--- src/rtl/core/pfd_pkg.sv ---
// Shared types, constants and helper functions for the Playfair digraph cipher unit.
package pfd_pkg;

    // Square geometry and letter coding.
    localparam int SQUARE_SIDE = 5;
    localparam int CELLS       = SQUARE_SIDE * SQUARE_SIDE;
    localparam int ALPHABET    = 26;
    localparam int LETTER_W    = 5;
    localparam int CELL_W      = $clog2(CELLS);
    localparam int COORD_W     = $clog2(SQUARE_SIDE);
    localparam int QUEUE_DEPTH = 4;

    localparam logic [LETTER_W-1:0] LETTER_I = 5'd8;
    localparam logic [LETTER_W-1:0] LETTER_J = 5'd9;
    localparam logic [LETTER_W-1:0] LETTER_Z = 5'd25;

    // Input item kinds.
    localparam logic KIND_KEY  = 1'b0;
    localparam logic KIND_TEXT = 1'b1;

    // Command codes passed from the front to the back.
    localparam logic CMD_KEY  = 1'b0;
    localparam logic CMD_PAIR = 1'b1;

    // Configuration register map.
    localparam int          PADDR_W          = 3;
    localparam int          PDATA_W          = 32;
    localparam logic [0:0]  REG_DECRYPT_MODE = 1'b0;

    typedef logic [LETTER_W-1:0] t_letter;
    typedef logic [COORD_W-1:0]  t_coord;
    typedef logic [CELL_W-1:0]   t_cell;

    typedef struct packed {
        logic    kind;
        t_letter letter;
        logic    last;
    } t_in_item;

    typedef struct packed {
        t_letter first_out;
        t_letter second_out;
        logic    pair_last;
    } t_out_item;

    // One unit of work for the back: a key letter (a, fin = fill after it)
    // or a text pair (a, b, fin = final pair of the message).
    typedef struct packed {
        logic    op;
        t_letter a;
        t_letter b;
        logic    fin;
    } t_cmd;

    // Queue occupancy flags seen by both sides.
    typedef struct packed {
        logic empty;
        logic full;
    } t_q_status;

    // Folds a raw letter code: codes above Z saturate to Z, J becomes I.
    function automatic t_letter fold_letter(input t_letter raw);
        t_letter v;
        begin
            v = (raw > LETTER_Z) ? LETTER_Z : raw;
            if (v == LETTER_J) begin
                v = LETTER_I;
            end
            return v;
        end
    endfunction

    // Moves a row or column one step, forward or back, around the square.
    function automatic t_coord shift_coord(input t_coord x, input logic back);
        begin
            if (back) begin
                return (x == '0) ? COORD_W'(SQUARE_SIDE - 1) : t_coord'(x - 1'b1);
            end
            return (x == COORD_W'(SQUARE_SIDE - 1)) ? '0 : t_coord'(x + 1'b1);
        end
    endfunction

    // Row-major cell index of a square position.
    function automatic t_cell cell_addr(input t_coord row, input t_coord col);
        begin
            return CELL_W'(int'(row) * SQUARE_SIDE + int'(col));
        end
    endfunction

endpackage

--- src/rtl/core/pfd_front.sv ---
// Front part: folds letters, forms text pairs and issues commands to the queue.
module pfd_front
    import pfd_pkg::*;
(
    input  logic      i_clk,
    input  logic      i_rst_n,
    input  logic      i_in_valid,
    input  t_in_item  i_in_data,
    output logic      o_in_stall,
    input  t_q_status i_q_stat,
    output logic      o_push,
    output t_cmd      o_cmd,
    output logic      o_extra_v
);

    logic    r_pend_v;
    t_letter r_pend;
    logic    r_extra_v;
    t_cmd    r_extra;

    logic    n_pend_v;
    t_letter n_pend;
    logic    accept;
    t_letter v;
    logic    has1;
    logic    has_extra;
    t_cmd    cmd1;
    t_cmd    cmd_extra;

    // A held second pair blocks new transfers until it reaches the queue.
    assign o_in_stall = r_extra_v || i_q_stat.full;
    assign accept     = i_in_valid && !o_in_stall;
    assign v          = fold_letter(i_in_data.letter);

    // Classify the item and work out the commands it causes.
    always_comb begin
        has1      = 1'b0;
        has_extra = 1'b0;
        cmd1      = '{op: CMD_KEY, a: v, b: LETTER_Z, fin: i_in_data.last};
        cmd_extra = '{op: CMD_PAIR, a: v, b: LETTER_Z, fin: 1'b1};
        n_pend_v  = r_pend_v;
        n_pend    = r_pend;
        if (i_in_data.kind == KIND_KEY) begin
            has1 = 1'b1;
        end else if (!r_pend_v) begin
            if (i_in_data.last) begin
                has1 = 1'b1;
                cmd1 = '{op: CMD_PAIR, a: v, b: LETTER_Z, fin: 1'b1};
            end else begin
                n_pend_v = 1'b1;
                n_pend   = v;
            end
        end else if (r_pend == v) begin
            // Doubled letter: the pending one goes out with the filler.
            has1 = 1'b1;
            cmd1 = '{op: CMD_PAIR, a: r_pend, b: LETTER_Z, fin: 1'b0};
            if (i_in_data.last) begin
                has_extra = 1'b1;
                n_pend_v  = 1'b0;
                n_pend    = '0;
            end
        end else begin
            has1     = 1'b1;
            cmd1     = '{op: CMD_PAIR, a: r_pend, b: v, fin: i_in_data.last};
            n_pend_v = 1'b0;
            n_pend   = '0;
        end
    end

    assign o_push    = r_extra_v ? !i_q_stat.full : (accept && has1);
    assign o_cmd     = r_extra_v ? r_extra : cmd1;
    assign o_extra_v = r_extra_v;

    // Pairing state and the held second pair.
    always_ff @(posedge i_clk) begin
        if (!i_rst_n) begin
            r_pend_v  <= 1'b0;
            r_pend    <= '0;
            r_extra_v <= 1'b0;
        end else begin
            if (accept) begin
                r_pend_v <= n_pend_v;
                r_pend   <= n_pend;
                if (has_extra) begin
                    r_extra_v <= 1'b1;
                end
            end else if (r_extra_v && !i_q_stat.full) begin
                r_extra_v <= 1'b0;
            end
        end
    end

    // Payload of the held pair needs no reset.
    always_ff @(posedge i_clk) begin
        if (accept && has_extra) begin
            r_extra <= cmd_extra;
        end
    end

endmodule

--- src/rtl/core/pfd_queue.sv ---
// Command queue between the front and the back.
module pfd_queue
    import pfd_pkg::*;
#(
    parameter int DEPTH = QUEUE_DEPTH
)
(
    input  logic      i_clk,
    input  logic      i_rst_n,
    input  logic      i_push,
    input  t_cmd      i_cmd,
    input  logic      i_pop,
    output t_cmd      o_head,
    output t_q_status o_stat
);

    localparam int PW = $clog2(DEPTH);
    localparam int CW = $clog2(DEPTH + 1);

    t_cmd            r_mem [DEPTH];
    logic [PW-1:0]   r_wr;
    logic [PW-1:0]   r_rd;
    logic [CW-1:0]   r_count;
    logic            do_push;
    logic            do_pop;

    assign o_stat.empty = (r_count == '0);
    assign o_stat.full  = (r_count == CW'(DEPTH));
    assign do_push      = i_push && !o_stat.full;
    assign do_pop       = i_pop && !o_stat.empty;
    assign o_head       = r_mem[r_rd];

    // Entry storage.
    always_ff @(posedge i_clk) begin
        if (do_push) begin
            r_mem[r_wr] <= i_cmd;
        end
    end

    // Pointers and fill level.
    always_ff @(posedge i_clk) begin
        if (!i_rst_n) begin
            r_wr    <= '0;
            r_rd    <= '0;
            r_count <= '0;
        end else begin
            if (do_push) begin
                r_wr <= (r_wr == PW'(DEPTH - 1)) ? '0 : PW'(r_wr + 1'b1);
            end
            if (do_pop) begin
                r_rd <= (r_rd == PW'(DEPTH - 1)) ? '0 : PW'(r_rd + 1'b1);
            end
            if (do_push && !do_pop) begin
                r_count <= CW'(r_count + 1'b1);
            end else if (do_pop && !do_push) begin
                r_count <= CW'(r_count - 1'b1);
            end
        end
    end

endmodule

--- src/rtl/core/pfd_back.sv ---
// Back part: builds the square from key letters and ciphers text pairs.
module pfd_back
    import pfd_pkg::*;
(
    input  logic      i_clk,
    input  logic      i_rst_n,
    input  logic      i_decrypt,
    input  t_cmd      i_head,
    input  t_q_status i_q_stat,
    output logic      o_pop,
    output logic      o_out_valid,
    input  logic      i_out_stall,
    output t_out_item o_out_data
);

    localparam logic [2:0] S_IDLE = 3'd0;
    localparam logic [2:0] S_KEY  = 3'd1;
    localparam logic [2:0] S_FILL = 3'd2;
    localparam logic [2:0] S_RDA  = 3'd3;
    localparam logic [2:0] S_RDB  = 3'd4;
    localparam logic [2:0] S_CALC = 3'd5;
    localparam logic [2:0] S_RD2  = 3'd6;
    localparam logic [2:0] S_OUT  = 3'd7;

    // Square contents and the reverse map from letter to position.
    t_letter                 sq_mem  [CELLS];
    logic [2*COORD_W-1:0]    pos_mem [ALPHABET];
    t_letter                 sq_q;
    logic [2*COORD_W-1:0]    pos_q;

    logic [2:0]              r_state;
    t_cmd                    r_cmd;
    t_letter                 r_c;
    logic [CELL_W-1:0]       r_fill;
    t_coord                  r_frow;
    t_coord                  r_fcol;
    logic [ALPHABET-1:0]     r_used;
    t_coord                  r_pa_row;
    t_coord                  r_pa_col;
    t_cell                   r_o2;
    t_letter                 r_first;
    logic                    r_out_v;
    t_out_item               r_out;

    logic                    place_en;
    t_letter                 place_letter;
    t_cell                   sq_raddr;
    t_letter                 pos_raddr;
    t_coord                  pb_row;
    t_coord                  pb_col;
    t_cell                   o1;
    t_cell                   o2;
    logic                    out_free;

    assign out_free    = !r_out_v || !i_out_stall;
    assign o_pop       = (r_state == S_IDLE) && !i_q_stat.empty;
    assign o_out_valid = r_out_v;
    assign o_out_data  = r_out;

    // Letter placement for key letters and for the fill sweep.
    always_comb begin
        place_letter = r_cmd.a;
        place_en     = 1'b0;
        if (r_state == S_KEY) begin
            place_en = !r_used[r_cmd.a] && (r_fill < CELL_W'(CELLS));
        end else if (r_state == S_FILL) begin
            place_letter = r_c;
            place_en     = (r_c != LETTER_J) && !r_used[r_c] && (r_fill < CELL_W'(CELLS));
        end
    end

    // Read addresses for both memories.
    always_comb begin
        pos_raddr = (r_state == S_RDB) ? r_cmd.b : r_cmd.a;
        sq_raddr  = (r_state == S_CALC) ? o1 : r_o2;
    end

    // Position of the second letter; an absent letter sits at row 0, column 0.
    always_comb begin
        pb_row = r_used[r_cmd.b] ? pos_q[2*COORD_W-1:COORD_W] : '0;
        pb_col = r_used[r_cmd.b] ? pos_q[COORD_W-1:0] : '0;
    end

    // Row, column and rectangle rules.
    always_comb begin
        if (r_pa_row == pb_row) begin
            o1 = cell_addr(r_pa_row, shift_coord(r_pa_col, i_decrypt));
            o2 = cell_addr(pb_row, shift_coord(pb_col, i_decrypt));
        end else if (r_pa_col == pb_col) begin
            o1 = cell_addr(shift_coord(r_pa_row, i_decrypt), r_pa_col);
            o2 = cell_addr(shift_coord(pb_row, i_decrypt), pb_col);
        end else begin
            o1 = cell_addr(r_pa_row, pb_col);
            o2 = cell_addr(pb_row, r_pa_col);
        end
    end

    // Memory writes and registered reads.
    always_ff @(posedge i_clk) begin
        if (place_en) begin
            sq_mem[r_fill]        <= place_letter;
            pos_mem[place_letter] <= {r_frow, r_fcol};
        end
        sq_q  <= sq_mem[sq_raddr];
        pos_q <= pos_mem[pos_raddr];
    end

    // Sequencer and fill bookkeeping.
    always_ff @(posedge i_clk) begin
        if (!i_rst_n) begin
            r_state <= S_IDLE;
            r_fill  <= '0;
            r_frow  <= '0;
            r_fcol  <= '0;
            r_used  <= '0;
            r_out_v <= 1'b0;
        end else begin
            if (place_en) begin
                r_used[place_letter] <= 1'b1;
                r_fill               <= CELL_W'(r_fill + 1'b1);
                if (r_fcol == COORD_W'(SQUARE_SIDE - 1)) begin
                    r_fcol <= '0;
                    r_frow <= t_coord'(r_frow + 1'b1);
                end else begin
                    r_fcol <= t_coord'(r_fcol + 1'b1);
                end
            end
            // The output register fills in the output state and empties on its transfer.
            if ((r_state == S_OUT) && out_free) begin
                r_out_v <= 1'b1;
            end else if (!i_out_stall) begin
                r_out_v <= 1'b0;
            end
            case (r_state)
                S_IDLE: begin
                    if (!i_q_stat.empty) begin
                        r_state <= (i_head.op == CMD_KEY) ? S_KEY : S_RDA;
                    end
                end
                S_KEY: begin
                    r_state <= r_cmd.fin ? S_FILL : S_IDLE;
                end
                S_FILL: begin
                    if (r_c == LETTER_W'(ALPHABET - 1)) begin
                        r_state <= S_IDLE;
                    end
                end
                S_RDA: begin
                    r_state <= S_RDB;
                end
                S_RDB: begin
                    r_state <= S_CALC;
                end
                S_CALC: begin
                    r_state <= S_RD2;
                end
                S_RD2: begin
                    r_state <= S_OUT;
                end
                S_OUT: begin
                    if (out_free) begin
                        r_state <= S_IDLE;
                    end
                end
                default: begin
                    r_state <= S_IDLE;
                end
            endcase
        end
    end

    // Working registers of the current command.
    always_ff @(posedge i_clk) begin
        if (o_pop) begin
            r_cmd <= i_head;
        end
        if (r_state == S_KEY) begin
            r_c <= '0;
        end else if (r_state == S_FILL) begin
            r_c <= t_letter'(r_c + 1'b1);
        end
        if (r_state == S_RDB) begin
            r_pa_row <= r_used[r_cmd.a] ? pos_q[2*COORD_W-1:COORD_W] : '0;
            r_pa_col <= r_used[r_cmd.a] ? pos_q[COORD_W-1:0] : '0;
        end
        if (r_state == S_CALC) begin
            r_o2 <= o2;
        end
        if (r_state == S_RD2) begin
            r_first <= sq_q;
        end
        if ((r_state == S_OUT) && out_free) begin
            r_out <= '{first_out: r_first, second_out: sq_q, pair_last: r_cmd.fin};
        end
    end

endmodule

--- src/rtl/core/playfair_digraph_cipher_unit.sv ---
// Top level of the Playfair digraph cipher unit: register port, front, queue and back.
//
// Key letters and text letters arrive as transfers on the input channel; the front takes
// one per cycle while the four-entry command queue has room and no second pair is held,
// which a doubled text letter marked last causes. The back sequencer takes a new command
// only from its idle state: a key letter passes through S_KEY, the last key letter adds
// a sweep over the alphabet in S_FILL that fills the rest of the square, and each text
// pair passes through S_RDA, S_RDB, S_CALC, S_RD2 and S_OUT, with two registered reads
// each of the position map and the square memory, waiting in S_OUT while the output is
// stalled. Text must only follow a complete key; the square holds one key until reset.
module playfair_digraph_cipher_unit
    import pfd_pkg::*;
#(
    parameter int QUEUE_DEPTH_P = QUEUE_DEPTH
)
(
    input  logic               i_clk,
    input  logic               i_rst_n,
    input  logic               i_in_valid,
    input  t_in_item           i_in_data,
    output logic               o_in_stall,
    output logic               o_out_valid,
    input  logic               i_out_stall,
    output t_out_item          o_out_data,
    input  logic               psel,
    input  logic               penable,
    input  logic               pwrite,
    input  logic [PADDR_W-1:0] paddr,
    input  logic [PDATA_W-1:0] pwdata,
    output logic [PDATA_W-1:0] prdata,
    output logic               pready
);

    logic      r_decrypt;
    logic      q_push;
    t_cmd      q_cmd;
    logic      q_pop;
    t_cmd      q_head;
    t_q_status q_stat;
    logic      extra_v;
    logic      reg_hit;

    // Register port: one register, written in the access phase.
    assign pready  = 1'b1;
    assign reg_hit = (paddr[PADDR_W-1:2] == REG_DECRYPT_MODE) && (paddr[1:0] == 2'b00);
    assign prdata  = reg_hit ? {{(PDATA_W-1){1'b0}}, r_decrypt} : '0;

    always_ff @(posedge i_clk) begin
        if (!i_rst_n) begin
            r_decrypt <= 1'b0;
        end else if (psel && penable && pwrite && pready && reg_hit) begin
            r_decrypt <= pwdata[0];
        end
    end

    pfd_front u_front (
        .i_clk      (i_clk),
        .i_rst_n    (i_rst_n),
        .i_in_valid (i_in_valid),
        .i_in_data  (i_in_data),
        .o_in_stall (o_in_stall),
        .i_q_stat   (q_stat),
        .o_push     (q_push),
        .o_cmd      (q_cmd),
        .o_extra_v  (extra_v)
    );

    pfd_queue #(
        .DEPTH (QUEUE_DEPTH_P)
    ) u_queue (
        .i_clk   (i_clk),
        .i_rst_n (i_rst_n),
        .i_push  (q_push),
        .i_cmd   (q_cmd),
        .i_pop   (q_pop),
        .o_head  (q_head),
        .o_stat  (q_stat)
    );

    pfd_back u_back (
        .i_clk       (i_clk),
        .i_rst_n     (i_rst_n),
        .i_decrypt   (r_decrypt),
        .i_head      (q_head),
        .i_q_stat    (q_stat),
        .o_pop       (q_pop),
        .o_out_valid (o_out_valid),
        .i_out_stall (i_out_stall),
        .o_out_data  (o_out_data)
    );

    // The front never pushes into a full queue, so no command is dropped.
    a_no_push_full: assert property (@(posedge i_clk) disable iff (!i_rst_n)
        !(q_push && q_stat.full))
        else $error("command pushed into a full queue");

    // The back only takes a command when one is there.
    a_no_pop_empty: assert property (@(posedge i_clk) disable iff (!i_rst_n)
        !(q_pop && q_stat.empty))
        else $error("command taken from an empty queue");

    // A held second pair keeps the input channel stalled.
    a_extra_stalls: assert property (@(posedge i_clk) disable iff (!i_rst_n)
        extra_v |-> o_in_stall)
        else $error("input transfer possible while a second pair is held");

    // A second pair is only held after a transfer that caused it.
    a_extra_origin: assert property (@(posedge i_clk) disable iff (!i_rst_n)
        $rose(extra_v) |-> $past(i_in_valid && !o_in_stall))
        else $error("second pair held without an input transfer");

endmodule
--- config.mk ---
export PLATFORM = sky130hd
export DESIGN_NAME = playfair_digraph_cipher_unit
export DESIGN_NICKNAME = d
export VERILOG_FILES = /design/src/rtl/core/pfd_pkg.sv /design/src/rtl/core/pfd_front.sv /design/src/rtl/core/pfd_queue.sv /design/src/rtl/core/pfd_back.sv /design/src/rtl/core/playfair_digraph_cipher_unit.sv
export SDC_FILE = /design/constraint.sdc
export NUM_CORES = 1
export LEC_CHECK = 0
export CAP_MARGIN = 40
export CORE_ASPECT_RATIO = 2
export CORE_MARGIN = 2
export CORE_UTILIZATION = 30
export CTS_BUF_LIST = sky130_fd_sc_hd__clkbuf_2 sky130_fd_sc_hd__clkbuf_4 sky130_fd_sc_hd__clkbuf_8
export CTS_CLUSTER_DIAMETER = 120
export DETAILED_ROUTE_END_ITERATION = 12
export DONT_BUFFER_PORTS = 1
export PLACE_DENSITY = 0.55
export SLEW_MARGIN = 25
export SYNTH_ARGS = -nofsm -noshare
export SYNTH_HDL_FRONTEND = slang
export SYNTH_SLANG_ARGS = --single-unit
--- constraint.sdc ---
create_clock -name i_clk -period 6.3 [get_ports i_clk]
set_input_delay 0.945 -clock i_clk [delete_from_list [all_inputs] [get_ports i_clk]]
set_output_delay 0.945 -clock i_clk [all_outputs]
set_load 0.02 [all_outputs]
==> results_dict.tcl <==
set metrics [dict create \
    synth_area_leader_cell "edfxtp_1" \
    final_common_cell "edfxtp_1" \
    hold_viol_final 0 \
    synth_warnings 0 \
    grt_pass1_vias 11500 \
    final_cell_mix "372 x edfxtp_1, 109 x nand2_1, 92 x nor2_1, 81 x mux2i_1, 77 x clkbuf_8" \
    cts_root_buf "clkbuf_8" \
    cts-hold-fix-buffers 0 \
    grt_start_max_net_pins 56 \
    cts_made_buffers 69 \
    power.density_mw_per_mm2 408 \
    synthFlopType "edfxtp_1" \
    syn-cell-area_mm2 0.0203 \
    path_class "flip-flop to flip-flop" \
    clock-sinks 446 \
    dpl.hpwl_um 31000 \
    chipHeight_um 372 \
    cts-resized-gates 0 \
    grt_pass1_wl_um 69100 \
    p_leak_nw 7.95 \
    setup_viol 0 \
    drv_slew 0 \
    synth_top_area_share 0.549 \
    htree_levels 3 \
    critical_path.endpoint_type "flip-flop" \
    synth_area_per_cell_um2 14.2 \
    worstPathRequired_ns 6.74 \
    cts_tree "yes" \
    io_buffer_count 0 \
    clock_latency_ns 0.65 \
    syn2layout_area_growth_pct 13.4 \
    vdd_ir_drop_max_mv 0.291 \
    dr.pass1.iters 5 \
    clkTransAtPathRegs_ns 0.07 \
    nets 1601 \
    fillers 6499 \
    drc 0 \
    maxCapViolations 0 \
    drt-vias-per-instance 4.77 \
    critPathLaunchType "flip-flop" \
    hp-class "primary input to flip-flop" \
    drive_above_1_share 0.184 \
    grt_antenna_before_repair 1 \
    ys_seq_area_frac 0.622 \
    initial_core_util 0.302 \
    setup_tns_ns 0 \
    critPathMaxFanout 14 \
    dp_slack_ns 0.998 \
    track_usage 0.129 \
    finalCritPeriodShare 0.845 \
    slew_headroom 0.453 \
    timing.final.ws_setup_ns 0.976 \
    clk_path_buf_depth 3 \
    place_congestion 0.797 \
    overflow 0 \
    vias 11600 \
    max_freq_mhz 188 \
    coreArea_mm2 0.0674 \
    synth_edf_count 372 \
    drt-total-wl_um 45400 \
    io_pins 95 \
    die_w_um 188 \
    ant_nets 0 \
    initialDrtViolationCount 976 \
    synth_area_leaders "edfxtp_1 55%, dfxtp_1 7.3%, mux4_2 7.2%" \
    placementRows 135 \
    die-area_mm2 0.0700 \
    ys_ff_latch 446 \
    worst_pin_slew_ns 0.798 \
    post-cts-setup-buffers 0 \
    synth_cells 1435 \
    status "finished clean" \
    arrival_ns 5.77 \
    skew_ns 0.0513 \
    period_minus_slack_ns 5.32 \
    synthArstFlopShare 0 \
    rsz0062_at_grt "false" \
    routedWlPerCell_um 18.7 \
    ys_types 72 \
]
-- final cells by class --
cell class              count  area (um^2)  area share
flip-flops and latches    446        12700       0.549
multi-input cells         872         7110       0.308
repair buffers             51          485      0.0210
diodes                      1         2.50    0.000108
clock buffers             101         1240      0.0538
well taps                 890         1110      0.0483
clock inverters            26          285      0.0124
inverters                  46          173     0.00749
-- where the power goes --
part	switching [W]	internal, W
logic	0.00163	0.00114
clock network	0.00117	0.00149
registers	0.000298	0.00368
total	0.00309	0.00631
-- state kept, by name (all words and copies together), names as in the netlist, 6 cells and up, named ones only --
name / flops
u_queue.r_mem: 48
u_back.r_used: 26
u_back.pos_q: 6
u_back.pos_mem: 156
u_back.o_out_data: 11
u_back.r_cmd: 11
u_back.sq_mem: 125
-- synthesized netlist by cell type, types with 4 or more instances --
master,n
mux2_2,23
nor3_1,23
buf_4,35
and2_1,16
a21oi_1,49
xnor2_1,23
nor2b_1,33
clkbuf_1,54
edfxtp_1,372
a21o_1,9
mux2i_1,85
o2111ai_1,4
nor2_1,92
o211ai_1,8
a22oi_1,15
nand3b_1,9
o21a_1,28
nand2_1,109
a221oi_1,7
o21ai_0,32
nand2b_1,6
buf_2,6
nand3_1,26
fa_1,6
nand4_1,17
inv_1,45
and3_1,4
or3_1,6
dfxtp_1,74
o22a_1,5
a31oi_1,7
a211oi_1,7
mux4_2,65
a21boi_0,6
xor2_1,15
ha_1,60
nor3b_1,4
-- worst paths after layout --
check	startpoint	endpoint	slack [ns]	depth (start not counted)
max	u_back.r_cmd[2]	u_back.r_o2[4]	0.98	19
min	i_in_data[5]	u_front.r_extra[10]	0.39	0
max reg2reg	u_back.r_cmd[2]	u_back.r_o2[4]	0.98	19
min reg2reg	u_back.sq_q[3]	u_back.r_first[3]	0.42	0
-- metrics by stage --
stage | hold WS, ns | total power [W] | cell area [um^2] | std cells | util
global route | 0.354 | 0.00991 | 23100 | 2433 | 0.342
global placement | 0.404 | 0.00673 | 21300 | 2282 | 0.316
finish | 0.392 | 0.00940 | 23100 | 2433 | 0.342
CTS | 0.330 | 0.00952 | 23000 | 2427 | 0.342
detailed placement | 0.415 | 0.00684 | 21500 | 2300 | 0.319
floorplan | 0.400 | 0.00588 | 20400 | 1465 | -
-- routing by layer --
layer	routed length, um	track usage
met4	1270	0.0553
met5	0	0
met2	21900	0.213
met1	20300	0.168
met3	1960	0.0220
-- worst max-delay path, cell delays in order (launching register included) --
cell	delay [ns]
edfxtp_1	0.81
mux2i_1	0.15
mux4_2	0.53
a22oi_4	0.35
and3_1	0.38
inv_1	0.08
ha_1	0.23
ha_1	0.19
nor2_1	0.18
a21oi_1	0.07
nor2_1	0.21
ha_1	0.27
ha_1	0.30
ha_1	0.30
a21o_1	0.18
a21oi_1	0.17
xor2_1	0.19
xnor2_1	0.16
a21oi_1	0.09
o21ai_0	0.26
-- cells by family (layout without fill, tap and decap cells) --
group | Yosys count | count (layout) | share of synthesized area
AO/OA/AOI/OAI | 210 | 210 | 0.0729
buffers and inverters | 147 | 224 | 0.0364
other | 2 | 33 | 0.000369
AND/OR/NAND/NOR | 353 | 353 | 0.0824
adder cells (fa/ha/maj) | 66 | 66 | 0.0428
multiplexers | 173 | 173 | 0.127
flip-flops | 446 | 446 | 0.622
XOR/XNOR | 38 | 38 | 0.0164
(Power assumes the default switching activity.)
